`config.mk`:
```
export PLATFORM = sky130hd
export DESIGN_NAME = pin_retry_auth_unit_top
export DESIGN_NICKNAME = d
export VERILOG_FILES = /design/src/rtl/pra_pkg.sv /design/src/rtl/pra_cfg_regs.sv /design/src/rtl/pra_auth_core.sv /design/src/rtl/pin_retry_auth_unit_top.sv
export SDC_FILE = /design/constraint.sdc
export NUM_CORES = 1
export LEC_CHECK = 0
export BUFFER_PORTS_ARGS = -buffer_cell sky130_fd_sc_hd__buf_2
export CORE_MARGIN = 8
export CORE_UTILIZATION = 55
export DETAILED_ROUTE_END_ITERATION = 8
export PLACE_DENSITY = 0.84
export SYNTH_ARGS = -nofsm -noshare
export SYNTH_HDL_FRONTEND = slang
export SYNTH_SLANG_ARGS = --single-unit
```
`constraint.sdc`:
```
create_clock -name clk -period 5.75 [get_ports clk]
set_input_delay 0.2875 -clock clk [delete_from_list [all_inputs] [get_ports clk]]
set_output_delay 0.2875 -clock clk [all_outputs]
set_load 0.005 [all_outputs]
```
`src/rtl/pra_pkg.sv`:
```
package pra_pkg;

	localparam int VALUE_W = 64;
	localparam int LEN_W   = 5;
	localparam int CNT_W   = 4;
	localparam int DATA_W  = 32;
	localparam int ADDR_W  = 4;

	typedef enum logic [1:0] {
		REQ_CHECK  = 2'd0,
		REQ_SET    = 2'd1,
		REQ_VERIFY = 2'd2,
		REQ_UNDEF  = 2'd3
	} req_type_t;

	typedef enum logic [1:0] {
		KIND_PIN = 2'd0,
		KIND_PUK = 2'd1,
		KIND_KEY = 2'd2,
		KIND_BAD = 2'd3
	} kind_t;

	typedef enum logic [2:0] {
		ACC_NEVER       = 3'd0,
		ACC_PIN         = 3'd1,
		ACC_KEY         = 3'd2,
		ACC_PIN_OR_KEY  = 3'd3,
		ACC_PIN_AND_KEY = 3'd4,
		ACC_ALWAYS      = 3'd5
	} acc_cond_t;

	typedef enum logic [2:0] {
		ST_OK        = 3'd0,
		ST_DENIED    = 3'd1,
		ST_BLOCKED   = 3'd2,
		ST_WRONG_LEN = 3'd3,
		ST_MISMATCH  = 3'd4,
		ST_BAD_KIND  = 3'd5
	} status_t;

	typedef enum logic [1:0] {
		REG_PIN_MAX = 2'd0,
		REG_PUK_MAX = 2'd1,
		REG_KEY_MAX = 2'd2,
		REG_NONE    = 2'd3
	} reg_idx_t;

	typedef struct packed {
		logic [CNT_W-1:0] pin_max;
		logic [CNT_W-1:0] puk_max;
		logic [CNT_W-1:0] key_max;
	} max_cfg_t;

	typedef struct packed {
		req_type_t          req_type;
		kind_t              ref_kind;
		acc_cond_t          access_condition;
		logic [VALUE_W-1:0] value_low;
		logic [VALUE_W-1:0] value_high;
		logic [LEN_W-1:0]   value_length;
	} req_t;

	typedef struct packed {
		status_t          status;
		logic [CNT_W-1:0] tries_left;
		logic             pin_verified;
		logic             key_verified;
	} rsp_t;

endpackage

```
`src/rtl/pra_cfg_regs.sv`:
```
module pra_cfg_regs (
	input  logic                        clk,
	input  logic                        arst_n,
	input  logic                        psel,
	input  logic                        penable,
	input  logic                        pwrite,
	input  logic [pra_pkg::ADDR_W-1:0]  paddr,
	input  logic [pra_pkg::DATA_W-1:0]  pwdata,
	output logic [pra_pkg::DATA_W-1:0]  prdata,
	output pra_pkg::max_cfg_t           max_cfg
);
	import pra_pkg::*;

	logic     wr_en;
	reg_idx_t idx;
	max_cfg_t cfg_q;

	assign wr_en = psel & penable & pwrite;
	assign idx   = reg_idx_t'(paddr[ADDR_W-1:2]);

	always_ff @(posedge clk or negedge arst_n) begin
		if (!arst_n) begin
			cfg_q.pin_max <= CNT_W'(3);
			cfg_q.puk_max <= CNT_W'(10);
			cfg_q.key_max <= CNT_W'(3);
		end else if (wr_en) begin
			case (idx)
				REG_PIN_MAX: cfg_q.pin_max <= pwdata[CNT_W-1:0];
				REG_PUK_MAX: cfg_q.puk_max <= pwdata[CNT_W-1:0];
				REG_KEY_MAX: cfg_q.key_max <= pwdata[CNT_W-1:0];
				default: ;
			endcase
		end
	end

	always_comb begin
		case (idx)
			REG_PIN_MAX: prdata = DATA_W'(cfg_q.pin_max);
			REG_PUK_MAX: prdata = DATA_W'(cfg_q.puk_max);
			REG_KEY_MAX: prdata = DATA_W'(cfg_q.key_max);
			default:     prdata = '0;
		endcase
	end

	assign max_cfg = cfg_q;

endmodule

```
`src/rtl/pra_auth_core.sv`:
```
module pra_auth_core #(
	parameter int PIN_BYTES = 8,
	parameter int PUK_BYTES = 8,
	parameter int KEY_BYTES = 16
) (
	input  logic              clk,
	input  logic              arst_n,
	input  logic              fire,
	input  pra_pkg::req_t     req,
	input  pra_pkg::max_cfg_t max_cfg,
	output pra_pkg::rsp_t     rsp
);
	import pra_pkg::*;

	localparam int PIN_W = PIN_BYTES * 8;
	localparam int PUK_W = PUK_BYTES * 8;
	localparam int KEY_W = KEY_BYTES * 8;

	// Reference values hold only the bytes that are compared.
	logic [PIN_W-1:0]     pin_ref_q;
	logic [PUK_W-1:0]     puk_ref_q;
	logic [KEY_W-1:0]     key_ref_q;
	logic [CNT_W-1:0]     pin_cnt_q, puk_cnt_q, key_cnt_q;
	logic                 pin_flag_q, key_flag_q;

	logic [2*VALUE_W-1:0] value_all;
	logic                 sel_len_ok, sel_match;
	logic [CNT_W-1:0]     sel_cnt, sel_max;
	logic                 access_ok;

	status_t              status;
	logic [CNT_W-1:0]     tries;
	logic                 pin_flag_d, key_flag_d;
	logic                 cnt_wr, ref_wr;
	logic [CNT_W-1:0]     cnt_new;

	assign value_all = {req.value_high, req.value_low};

	always_comb begin
		case (req.ref_kind)
			KIND_PIN: begin
				sel_len_ok = req.value_length == LEN_W'(PIN_BYTES);
				sel_match  = value_all[PIN_W-1:0] == pin_ref_q;
				sel_cnt    = pin_cnt_q;
				sel_max    = max_cfg.pin_max;
			end
			KIND_PUK: begin
				sel_len_ok = req.value_length == LEN_W'(PUK_BYTES);
				sel_match  = value_all[PUK_W-1:0] == puk_ref_q;
				sel_cnt    = puk_cnt_q;
				sel_max    = max_cfg.puk_max;
			end
			KIND_KEY: begin
				sel_len_ok = req.value_length == LEN_W'(KEY_BYTES);
				sel_match  = value_all[KEY_W-1:0] == key_ref_q;
				sel_cnt    = key_cnt_q;
				sel_max    = max_cfg.key_max;
			end
			default: begin
				sel_len_ok = 1'b0;
				sel_match  = 1'b0;
				sel_cnt    = '0;
				sel_max    = '0;
			end
		endcase
	end

	always_comb begin
		case (req.access_condition)
			ACC_PIN:         access_ok = pin_flag_q;
			ACC_KEY:         access_ok = key_flag_q;
			ACC_PIN_OR_KEY:  access_ok = pin_flag_q | key_flag_q;
			ACC_PIN_AND_KEY: access_ok = pin_flag_q & key_flag_q;
			ACC_ALWAYS:      access_ok = 1'b1;
			default:         access_ok = 1'b0;
		endcase
	end

	always_comb begin
		status     = ST_OK;
		tries      = '0;
		pin_flag_d = pin_flag_q;
		key_flag_d = key_flag_q;
		cnt_wr     = 1'b0;
		ref_wr     = 1'b0;
		cnt_new    = sel_max;
		case (req.req_type)
			REQ_CHECK: begin
				status = access_ok ? ST_OK : ST_DENIED;
			end
			REQ_SET: begin
				if (req.ref_kind == KIND_BAD) begin
					status = ST_BAD_KIND;
				end else if (!sel_len_ok) begin
					status = ST_WRONG_LEN;
				end else begin
					ref_wr = 1'b1;
					cnt_wr = 1'b1;
				end
			end
			REQ_VERIFY: begin
				if (req.ref_kind == KIND_BAD) begin
					status = ST_BAD_KIND;
				end else begin
					// A verify drops the flag first; only a full match raises it again.
					if (req.ref_kind == KIND_PIN) pin_flag_d = 1'b0;
					if (req.ref_kind == KIND_KEY) key_flag_d = 1'b0;
					if (!sel_len_ok) begin
						status = ST_WRONG_LEN;
					end else if (sel_cnt == '0) begin
						status = ST_BLOCKED;
					end else if (!sel_match) begin
						status  = ST_MISMATCH;
						cnt_wr  = 1'b1;
						cnt_new = sel_cnt - CNT_W'(1);
						tries   = sel_cnt - CNT_W'(1);
					end else begin
						cnt_wr = 1'b1;
						if (req.ref_kind == KIND_PIN) pin_flag_d = 1'b1;
						if (req.ref_kind == KIND_KEY) key_flag_d = 1'b1;
					end
				end
			end
			default: begin
				status = ST_BAD_KIND;
			end
		endcase
	end

	always_ff @(posedge clk or negedge arst_n) begin
		if (!arst_n) begin
			pin_flag_q <= 1'b0;
			key_flag_q <= 1'b0;
			pin_cnt_q  <= '0;
			puk_cnt_q  <= '0;
			key_cnt_q  <= '0;
		end else if (fire) begin
			pin_flag_q <= pin_flag_d;
			key_flag_q <= key_flag_d;
			if (cnt_wr) begin
				case (req.ref_kind)
					KIND_PIN: pin_cnt_q <= cnt_new;
					KIND_PUK: puk_cnt_q <= cnt_new;
					KIND_KEY: key_cnt_q <= cnt_new;
					default: ;
				endcase
			end
		end
	end

	always_ff @(posedge clk) begin
		if (fire && ref_wr) begin
			case (req.ref_kind)
				KIND_PIN: pin_ref_q <= value_all[PIN_W-1:0];
				KIND_PUK: puk_ref_q <= value_all[PUK_W-1:0];
				KIND_KEY: key_ref_q <= value_all[KEY_W-1:0];
				default: ;
			endcase
		end
	end

	assign rsp.status       = status;
	assign rsp.tries_left   = tries;
	assign rsp.pin_verified = pin_flag_d;
	assign rsp.key_verified = key_flag_d;

endmodule

```
`src/rtl/pin_retry_auth_unit_top.sv`:
```
// A request accepted into the request register moves on into the result register, and
// so onto the output ports, whenever the result register is free or being drained.
// Throughput: one request per cycle unless out_stall holds a full result register; flags
// and retry counters are read and updated in the single stage between the two registers.
// Reset (arst_n low) clears both flags and all retry counters, so every kind is
// blocked until set, and loads the retry maximums with 3, 10 and 3.
module pin_retry_auth_unit_top #(
	parameter int PIN_BYTES = 8,
	parameter int PUK_BYTES = 8,
	parameter int KEY_BYTES = 16
) (
	input  logic                        clk,
	input  logic                        arst_n,
	input  logic                        in_valid,
	output logic                        in_stall,
	input  logic [1:0]                  req_type,
	input  logic [1:0]                  ref_kind,
	input  logic [2:0]                  access_condition,
	input  logic [pra_pkg::VALUE_W-1:0] value_low,
	input  logic [pra_pkg::VALUE_W-1:0] value_high,
	input  logic [pra_pkg::LEN_W-1:0]   value_length,
	output logic                        out_valid,
	input  logic                        out_stall,
	output logic [2:0]                  status,
	output logic [pra_pkg::CNT_W-1:0]   tries_left,
	output logic                        pin_verified,
	output logic                        key_verified,
	input  logic                        psel,
	input  logic                        penable,
	input  logic                        pwrite,
	input  logic [pra_pkg::ADDR_W-1:0]  paddr,
	input  logic [pra_pkg::DATA_W-1:0]  pwdata,
	output logic [pra_pkg::DATA_W-1:0]  prdata,
	output logic                        pready
);
	import pra_pkg::*;

	logic     valid_s1, valid_s2;
	req_t     req_s1;
	rsp_t     rsp_s2;
	rsp_t     rsp;
	max_cfg_t max_cfg;
	logic     accept, adv;

	assign pready = 1'b1;

	// The request stage moves on whenever the result register is empty or being drained.
	assign adv      = valid_s1 & (~valid_s2 | ~out_stall);
	assign in_stall = valid_s1 & ~adv;
	assign accept   = in_valid & ~in_stall;

	always_ff @(posedge clk or negedge arst_n) begin
		if (!arst_n) begin
			valid_s1 <= 1'b0;
			valid_s2 <= 1'b0;
		end else begin
			valid_s1 <= accept | (valid_s1 & ~adv);
			valid_s2 <= adv | (valid_s2 & out_stall);
		end
	end

	always_ff @(posedge clk) begin
		if (accept) begin
			req_s1.req_type         <= req_type_t'(req_type);
			req_s1.ref_kind         <= kind_t'(ref_kind);
			req_s1.access_condition <= acc_cond_t'(access_condition);
			req_s1.value_low        <= value_low;
			req_s1.value_high       <= value_high;
			req_s1.value_length     <= value_length;
		end
		if (adv) begin
			rsp_s2 <= rsp;
		end
	end

	pra_cfg_regs u_cfg (
		.clk     (clk),
		.arst_n  (arst_n),
		.psel    (psel),
		.penable (penable),
		.pwrite  (pwrite),
		.paddr   (paddr),
		.pwdata  (pwdata),
		.prdata  (prdata),
		.max_cfg (max_cfg)
	);

	pra_auth_core #(
		.PIN_BYTES (PIN_BYTES),
		.PUK_BYTES (PUK_BYTES),
		.KEY_BYTES (KEY_BYTES)
	) u_core (
		.clk     (clk),
		.arst_n  (arst_n),
		.fire    (adv),
		.req     (req_s1),
		.max_cfg (max_cfg),
		.rsp     (rsp)
	);

	assign out_valid    = valid_s2;
	assign status       = rsp_s2.status;
	assign tries_left   = rsp_s2.tries_left;
	assign pin_verified = rsp_s2.pin_verified;
	assign key_verified = rsp_s2.key_verified;

endmodule

```
After elaboration in Yosys (flattened, before gate mapping)
Cells that the tools add are included.
{"block": "classes", "n_eq_ne": 17, "muxes": 40, "n_bitwise": 17, "reduce_logical": 16, "add_sub_neg": 1}
{"cell": "128-bit equality test", "count": 1}
{"cell": "64-bit equality test", "count": 2}
{"cell": "4-bit case mux with 3 select lines", "count": 2}
{"cell": "1-bit 2-to-1 mux", "count": 21}
{"cell": "4-bit 2-to-1 mux", "count": 5}
{"cell": "3-bit 2-to-1 mux", "count": 5}
{"cell": "2-bit AND reduction", "count": 6}
{"cell": "3-bit case mux with 3 select lines", "count": 1}
{"cell": "3-bit AND reduction", "count": 3}
{"cell": "2-bit equality test (second input constant)", "count": 4}
{"cell": "4-bit case mux with 2 select lines", "count": 1}
{"cell": "1-bit AND", "count": 7}
{"cell": "2-bit by 1-bit equality test with 1-bit output (second input constant)", "count": 3}
{"cell": "3-bit by 2-bit equality test with 1-bit output (second input constant)", "count": 2}
{"cell": "3-bit equality test (second input constant)", "count": 2}
{"cell": "2-bit zero test", "count": 3}
{"cell": "1-bit NOT", "count": 6}
{"cell": "5-bit by 4-bit equality test with 1-bit output (second input constant)", "count": 1}
{"cell": "5-bit equality test (second input constant)", "count": 1}
{"cell": "1-bit case mux with 5 select lines", "count": 1}
{"cell": "5-bit OR reduction", "count": 1}
{"cell": "4-bit zero test", "count": 1}
{"cell": "1-bit OR", "count": 4}
{"cell": "1-bit case mux with 2 select lines", "count": 2}
{"cell": "other kinds (6)", "count": 6}
{"block": "word_totals", "output_inout_bits": 44, "regBits": 433}

Longest topological paths before layout
{"block": "logic_depth", "word_depth": 8, "ltp_mapped": 17, "depth_no_buf": 12}

By module
From an unflattened synthesis, not the netlist that was laid out.
{"block": "hier_totals", "hier_cells": 1025, "area_unflattened_um2": 17128.9}
{"module": "pra_auth_core", "n_inst": 1, "area_per_inst_um2": 11767.5, "seq_area_each_um2": 8037.7, "cells_each": 795}
{"module": "pin_retry_auth_unit_top", "n_inst": 1, "area_per_inst_um2": 4578.1, "seq_area_each_um2": 4524.3, "cells_each": 159}
{"module": "pra_cfg_regs", "n_inst": 1, "area_per_inst_um2": 783.3, "seq_area_each_um2": 307.8, "cells_each": 71}

Worst setup path before layout
No wires, ideal clock.
{"block": "synth_path", "kind": "flip-flop to flip-flop", "start": "reg req_s1[136] in the netlist's numbering", "end": "reg u_core.key_ref_q[0] (enable)", "synth_period_minus_slack_ns": 4.875, "stages_incl_launch_ff": 8, "required_ns": 5.247, "setup_slack_ns": 0.875, "t_arrival_ns": 4.372, "n_path_buf": 0, "cell_sequence": "edfxtp_1 > ha_1 > nor4_1 > o21ai_0 > nor2_1 > nand2_1 > nor2_1 > and2_1"}
{"block": "synth_via", "elab_chain_cells": 8, "word_cells_on_any_way": 11, "classes_between": "eq/ne (3); mux (4); reduce/logical (4)"}
{"element": "start, declared", "line_no": "pin_retry_auth_unit_top.sv:39", "source": "req_t req_s1;"}
{"element": "2-bit by 1-bit equality test with 1-bit output / 2-bit zero test (equally long branches)", "line_no": "pra_auth_core.sv:40", "source": "case (req.ref_kind)"}
{"element": "2-bit OR reduction (no line)"}
{"element": "1-bit case mux with 2 select lines", "line_no": "pra_auth_core.sv:40"}
{"element": "1-bit 2-to-1 mux", "line_no": "pra_auth_core.sv:94", "source": "end else if (!sel_len_ok) begin"}
{"element": "1-bit 2-to-1 mux", "line_no": "pra_auth_core.sv:92", "source": "if (req.ref_kind == KIND_BAD) begin"}
{"element": "1-bit 2-to-1 mux", "line_no": "pra_auth_core.sv:87", "source": "case (req.req_type)"}
{"element": "1-bit logical AND", "line_no": "pra_auth_core.sv:152", "source": "if (fire && ref_wr) begin"}
{"element": "2-bit AND reduction (no line) (*)"}
{"element": "end signal, assigned", "line_no": "pra_auth_core.sv:156", "source": "KIND_KEY: key_ref_q <= value_all[KEY_W-1:0];"}
{"element": "end, declared", "line_no": "pra_auth_core.sv:22", "source": "logic [KEY_W-1:0] key_ref_q;"}
Every way passes the cells marked *; elsewhere a longest branch is shown, timed or not.
A chain may end at the register's enable or synchronous reset.

Worst setup path in the final report
{"block": "layout_path", "start": "reg req_s1[137] in the netlist's numbering", "end": "reg u_core.key_cnt_q[3]"}
{"block": "layout_via", "elab_chain_cells": 8, "word_cells_on_any_way": 23, "classes_between": "add/sub (1); eq/ne (3); mux (15); reduce/logical (4)"}
{"element": "2-bit equality test, or another cell as far along", "line_no": "pra_auth_core.sv:40, pra_auth_core.sv:141"}
{"element": "4-bit case mux with 3 select lines", "line_no": "pra_auth_core.sv:40"}
{"element": "4-bit by 1-bit subtractor with 4-bit output / 4-bit zero test (equally long branches)", "line_no": "pra_auth_core.sv:115, pra_auth_core.sv:110"}
{"element": "4-bit 2-to-1 mux / 1-bit 2-to-1 mux (equally long branches)", "line_no": "pra_auth_core.sv:112, pra_auth_core.sv:110"}
{"element": "4-bit 2-to-1 mux / 1-bit 2-to-1 mux (equally long branches)", "line_no": "pra_auth_core.sv:110, pra_auth_core.sv:108"}
{"element": "4-bit 2-to-1 mux / 1-bit 2-to-1 mux (equally long branches)", "line_no": "pra_auth_core.sv:108, pra_auth_core.sv:102"}
{"element": "4-bit 2-to-1 mux / 1-bit case mux with 2 select lines (equally long branches)", "line_no": "pra_auth_core.sv:102, pra_auth_core.sv:87"}
{"element": "4-bit 2-to-1 mux / 3-bit AND reduction (equally long branches)"}
{"element": "end signal, assigned", "line_no": "pra_auth_core.sv:144", "source": "KIND_KEY: key_cnt_q <= cnt_new;"}
{"element": "end, declared", "line_no": "pra_auth_core.sv:23", "source": "logic [CNT_W-1:0] pin_cnt_q, puk_cnt_q, key_cnt_q;"}
Parallel ways exist; a longest one is shown, timed or not.

==> impl_results.md <==
* Setup TNS at 0 ns
* DR iter-0 viols at between 800 and 900
* Mean post-synth cell area at 15.4 um2
* Final ANT Viol Nets at 0
* Status: finished, final reports clean
* DIE HEIGHT at around 200 um
* 1st-pass router iterations at 7
* Crit path DAT at approximately 4.8 ns
* Max Fclk at 232 MHz
* Post-DP HPWL at 31100 um
* Post-synthesis cell type count at 65
* Pwr Density at approximately 320 mW/mm2
* WS Path Type: reg -> reg
* Synth Flop Type: edfxtp_1
* Gr usage total at 23.4%
* GR Overflow Total at 0
* Area growth from synthesis to layout at 23.3%
* Final Skew at 0.0153 ns
* FP Rows at 66
* Vias at approximately 11000
* CP startpoint kind: flop
* Leak at 0.00785 uW
* Initial antenna violation count at 0
* Slew Limit Fails at 0
* Largest fanout on the critical path at 56
* Global-route wire length before repair at 69100 um
* Slowest-stage cell, CP: ha_4
* Final wirelength at around 46000 um
* Endpoints failing hold at 0
* Vias in the first global route at 11700
* Fin nets at between 1500 and 2000
* Register-to-Register Path Depth at 12
* Synth Register Bits at approximately 430
* Place WS at 1.49 ns
* N_diodes at 0
* Drt wl/cell at 23.0 um
* Core area at roughly 0.033 mm2
* Finished Cell Area at 0.0224 mm2
* I/O Pins at 227
* Worst setup EP type: flop
* Drt via density at about 5.6
* Fin crit period at approximately 4.3 ns
* Number of remaining DRC errors at 0
* Register area at around 0.013 mm2
* Fin util at between 60 and 70%
* Hold path start: pwdata[2]
* Starting Density at a little under three fifths
* Measured slew at the worst slew-check pin at ~1 ns
* RD Place Congestion at between 0.9 and 1
* Final period utilization at 74.8%
* Fillers at 2133
* Hold Path Class: in -> reg
* Clock tree from TritonCTS: yes
* Die X at 198 um
* Post-DP Area at slightly below 0.02 mm2
* Most common cell after layout, fill and taps aside: edfxtp_1
* Worst skew pair latency at between 0.5 and 0.6 ns
* CTS max path bufs at 3
* Cells after synthesis at 1184
* End point of the worst hold path: u_cfg.max_cfg[2]
* Total of max-cap violations at 0
* Worst R2R Start: req_s1[137]
* RSZ-0062 raised after global routing: no
* CTS sink count at roughly 430
* Critical path required time at 6.22 ns
* Top cell by count, worst path: a21oi_1
* Number of synthesized flops with an enable pin at between 400 and 500
* # port buffers at approximately 170
* Layout cell share with drive strength beyond 1 at between 15 and 20%
* Max-slew headroom at about 33%
* Mapped Area at about 0.018 mm2
* CP cell instances: inv_1 > ha_4 > buf_4 > a222oi_1 > or2_2 > ha_1 > o21a_1 > a21oi_1 > nand2_1 > a311oi_2 > mux2_2 > a21oi_1
* Post-synthesis sequential area ratio at a little over two thirds
* Worst-path clk slew at roughly 0.06 ns
* Post-CTS Setup Inserts at 0
* Setup violations, final at 0
* Reg2reg end: u_core.key_cnt_q[3]
* CTS Root Cell: clkbuf_16
* Setup ws final at roughly 1.4 ns
* Synth Warn # at 0
* Max incr delay on CP at 0.76 ns
* WHS Path Cells at 2
* Die area at 0.0392 mm2
* Peak VDD IR at 0.272 mV
* FFs w/ async S/R, synth at 6.47%
* CTS Buf Count at 43
* Most frequent cells in the layout: edfxtp_1, buf_2, dlygate4sd3_1, nand2b_1, xnor2_1
* Area of the multi-input gates at 0.00502 mm2
* FF-to-FF setup slack at ~1.4 ns
* Largest net degree at the start of global routing at 77
* CTS H-Tree Depth at 2
[through the flow]
step / hold slack, ns / instances / power [uW]
2_1_floorplan: -0.00809 / 1211 / 3950
3_3_place_gp: 0.346 / 1784 / 4110
3_5_place_dp: 0.355 / 1784 / 4120
4_1_cts: 0.0186 / 2008 / 7240
5_1_grt: 0.0383 / 2008 / 7400
6_report: 0.0469 / 2008 / 7210
[metal layers]
metal	vias to the layer above	GRT usage, %	wire length [um]
li1	5185	-	-
met1	5604	29.7	18900
met2	424	39.5	22500
met3	99	4.52	2930
met4	0	9.04	1710
met5	-	0	0
[synthesized netlist by cell type (5+ instances only)]
| master | n | area, um2 |
|---|---|---|
| a21oi_1 | 20 | 100 |
| nand2_1 | 37 | 139 |
| or4_1 | 5 | 37.5 |
| edfxtp_1 | 405 | 12200 |
| xor2_1 | 6 | 52.6 |
| xnor2_1 | 103 | 902 |
| nand4_1 | 72 | 450 |
| inv_1 | 25 | 93.8 |
| o21ai_0 | 18 | 90.1 |
| a2111oi_0 | 6 | 52.6 |
| and2_1 | 8 | 50.1 |
| o2111ai_1 | 15 | 131 |
| dfrtp_1 | 22 | 551 |
| buf_6 | 5 | 56.3 |
| nand3_1 | 10 | 50.1 |
| nand2b_1 | 127 | 795 |
| nor3_1 | 12 | 60.1 |
| a22oi_1 | 7 | 52.6 |
| nor4_1 | 37 | 231 |
| nor2_1 | 38 | 143 |
| mux2_2 | 14 | 158 |
| ha_1 | 10 | 125 |
| dfstp_2 | 6 | 158 |
| clkbuf_1 | 7 | 26.3 |
| nor2b_1 | 10 | 62.6 |
| buf_4 | 30 | 225 |
| mux2i_1 | 65 | 651 |
[state kept, by name, summed over array words and instances (netlist names)]
name / flops
req_s1: 140
u_core.key_ref_q: 128
u_core.pin_ref_q: 64
u_core.puk_ref_q: 64
u_cfg.max_cfg: 12
tries_left: 4
u_core.key_cnt_q: 4
u_core.pin_cnt_q: 4
u_core.puk_cnt_q: 4
status: 3
key_verified: 1
out_valid: 1
pin_verified: 1
u_core.key_flag_q: 1
u_core.pin_flag_q: 1
valid_s1: 1
[critical path, delay by kind of cell (launching register included)]
kind            cells  cell delay, ns
mux                 1            0.42
fa+ha+maj           2            0.96
simple gates        2            0.56
flops               1            0.44
buf+inv             2            0.52
compound gates      5            1.29
[repair_timing]
action / CTS / global route
hold buffers: 146 / 0
endpoints found under the hold margin: 172 / 0
gates resized for setup: 0 / 0
[final cells by class]
| class | instances | share of cell area (%) |
|---|---|---|
| clock buffers | 51 | 5.12 |
| clock inverters | 27 | 1.76 |
| inverters | 25 | 0.418 |
| multi-input cells | 708 | 22.4 |
| flip-flops and latches | 433 | 57.3 |
| well taps | 442 | 2.46 |
| repair buffers | 322 | 10.5 |
[worst max path at each step]
stage                      from             endpoint  slack (ns)  cells past startpoint
floorplan           req_s1[136]  u_core.key_ref_q[0]        0.88                      7
global placement    req_s1[137]    u_core.pin_flag_q        1.61                     11
detailed placement  req_s1[137]  u_core.key_cnt_q[3]        1.49                     12
CTS                 req_s1[137]    u_core.pin_flag_q        1.46                     11
global route        req_s1[137]  u_core.puk_cnt_q[3]        1.16                     12
finish              req_s1[137]  u_core.key_cnt_q[3]        1.45                     12
[where the power goes]
part	switching [uW]	internal, uW	leakage [uW]
logic	234	232	0.00301
clock network	1180	1880	0.000748
registers	114	3570	0.00409
total	1530	5680	0.00785
[cells by family (layout without fill, tap and decap cells)]
family                     Yosys count  after routing  synth area share (%)
AOI/OAI and AO/OA                  102            102                  4.10
xor gates and xnor gates           109            109                  5.24
adders and majority gates           10             10                 0.687
buffers and inverters               70            425                  2.43
DFF                                433            433                  70.7
muxes                               82             82                  4.76
other                                2             29                0.0412
and+or+nand+nor                    376            376                  12.1
Note: power is estimated with default switching activity, not from simulation.
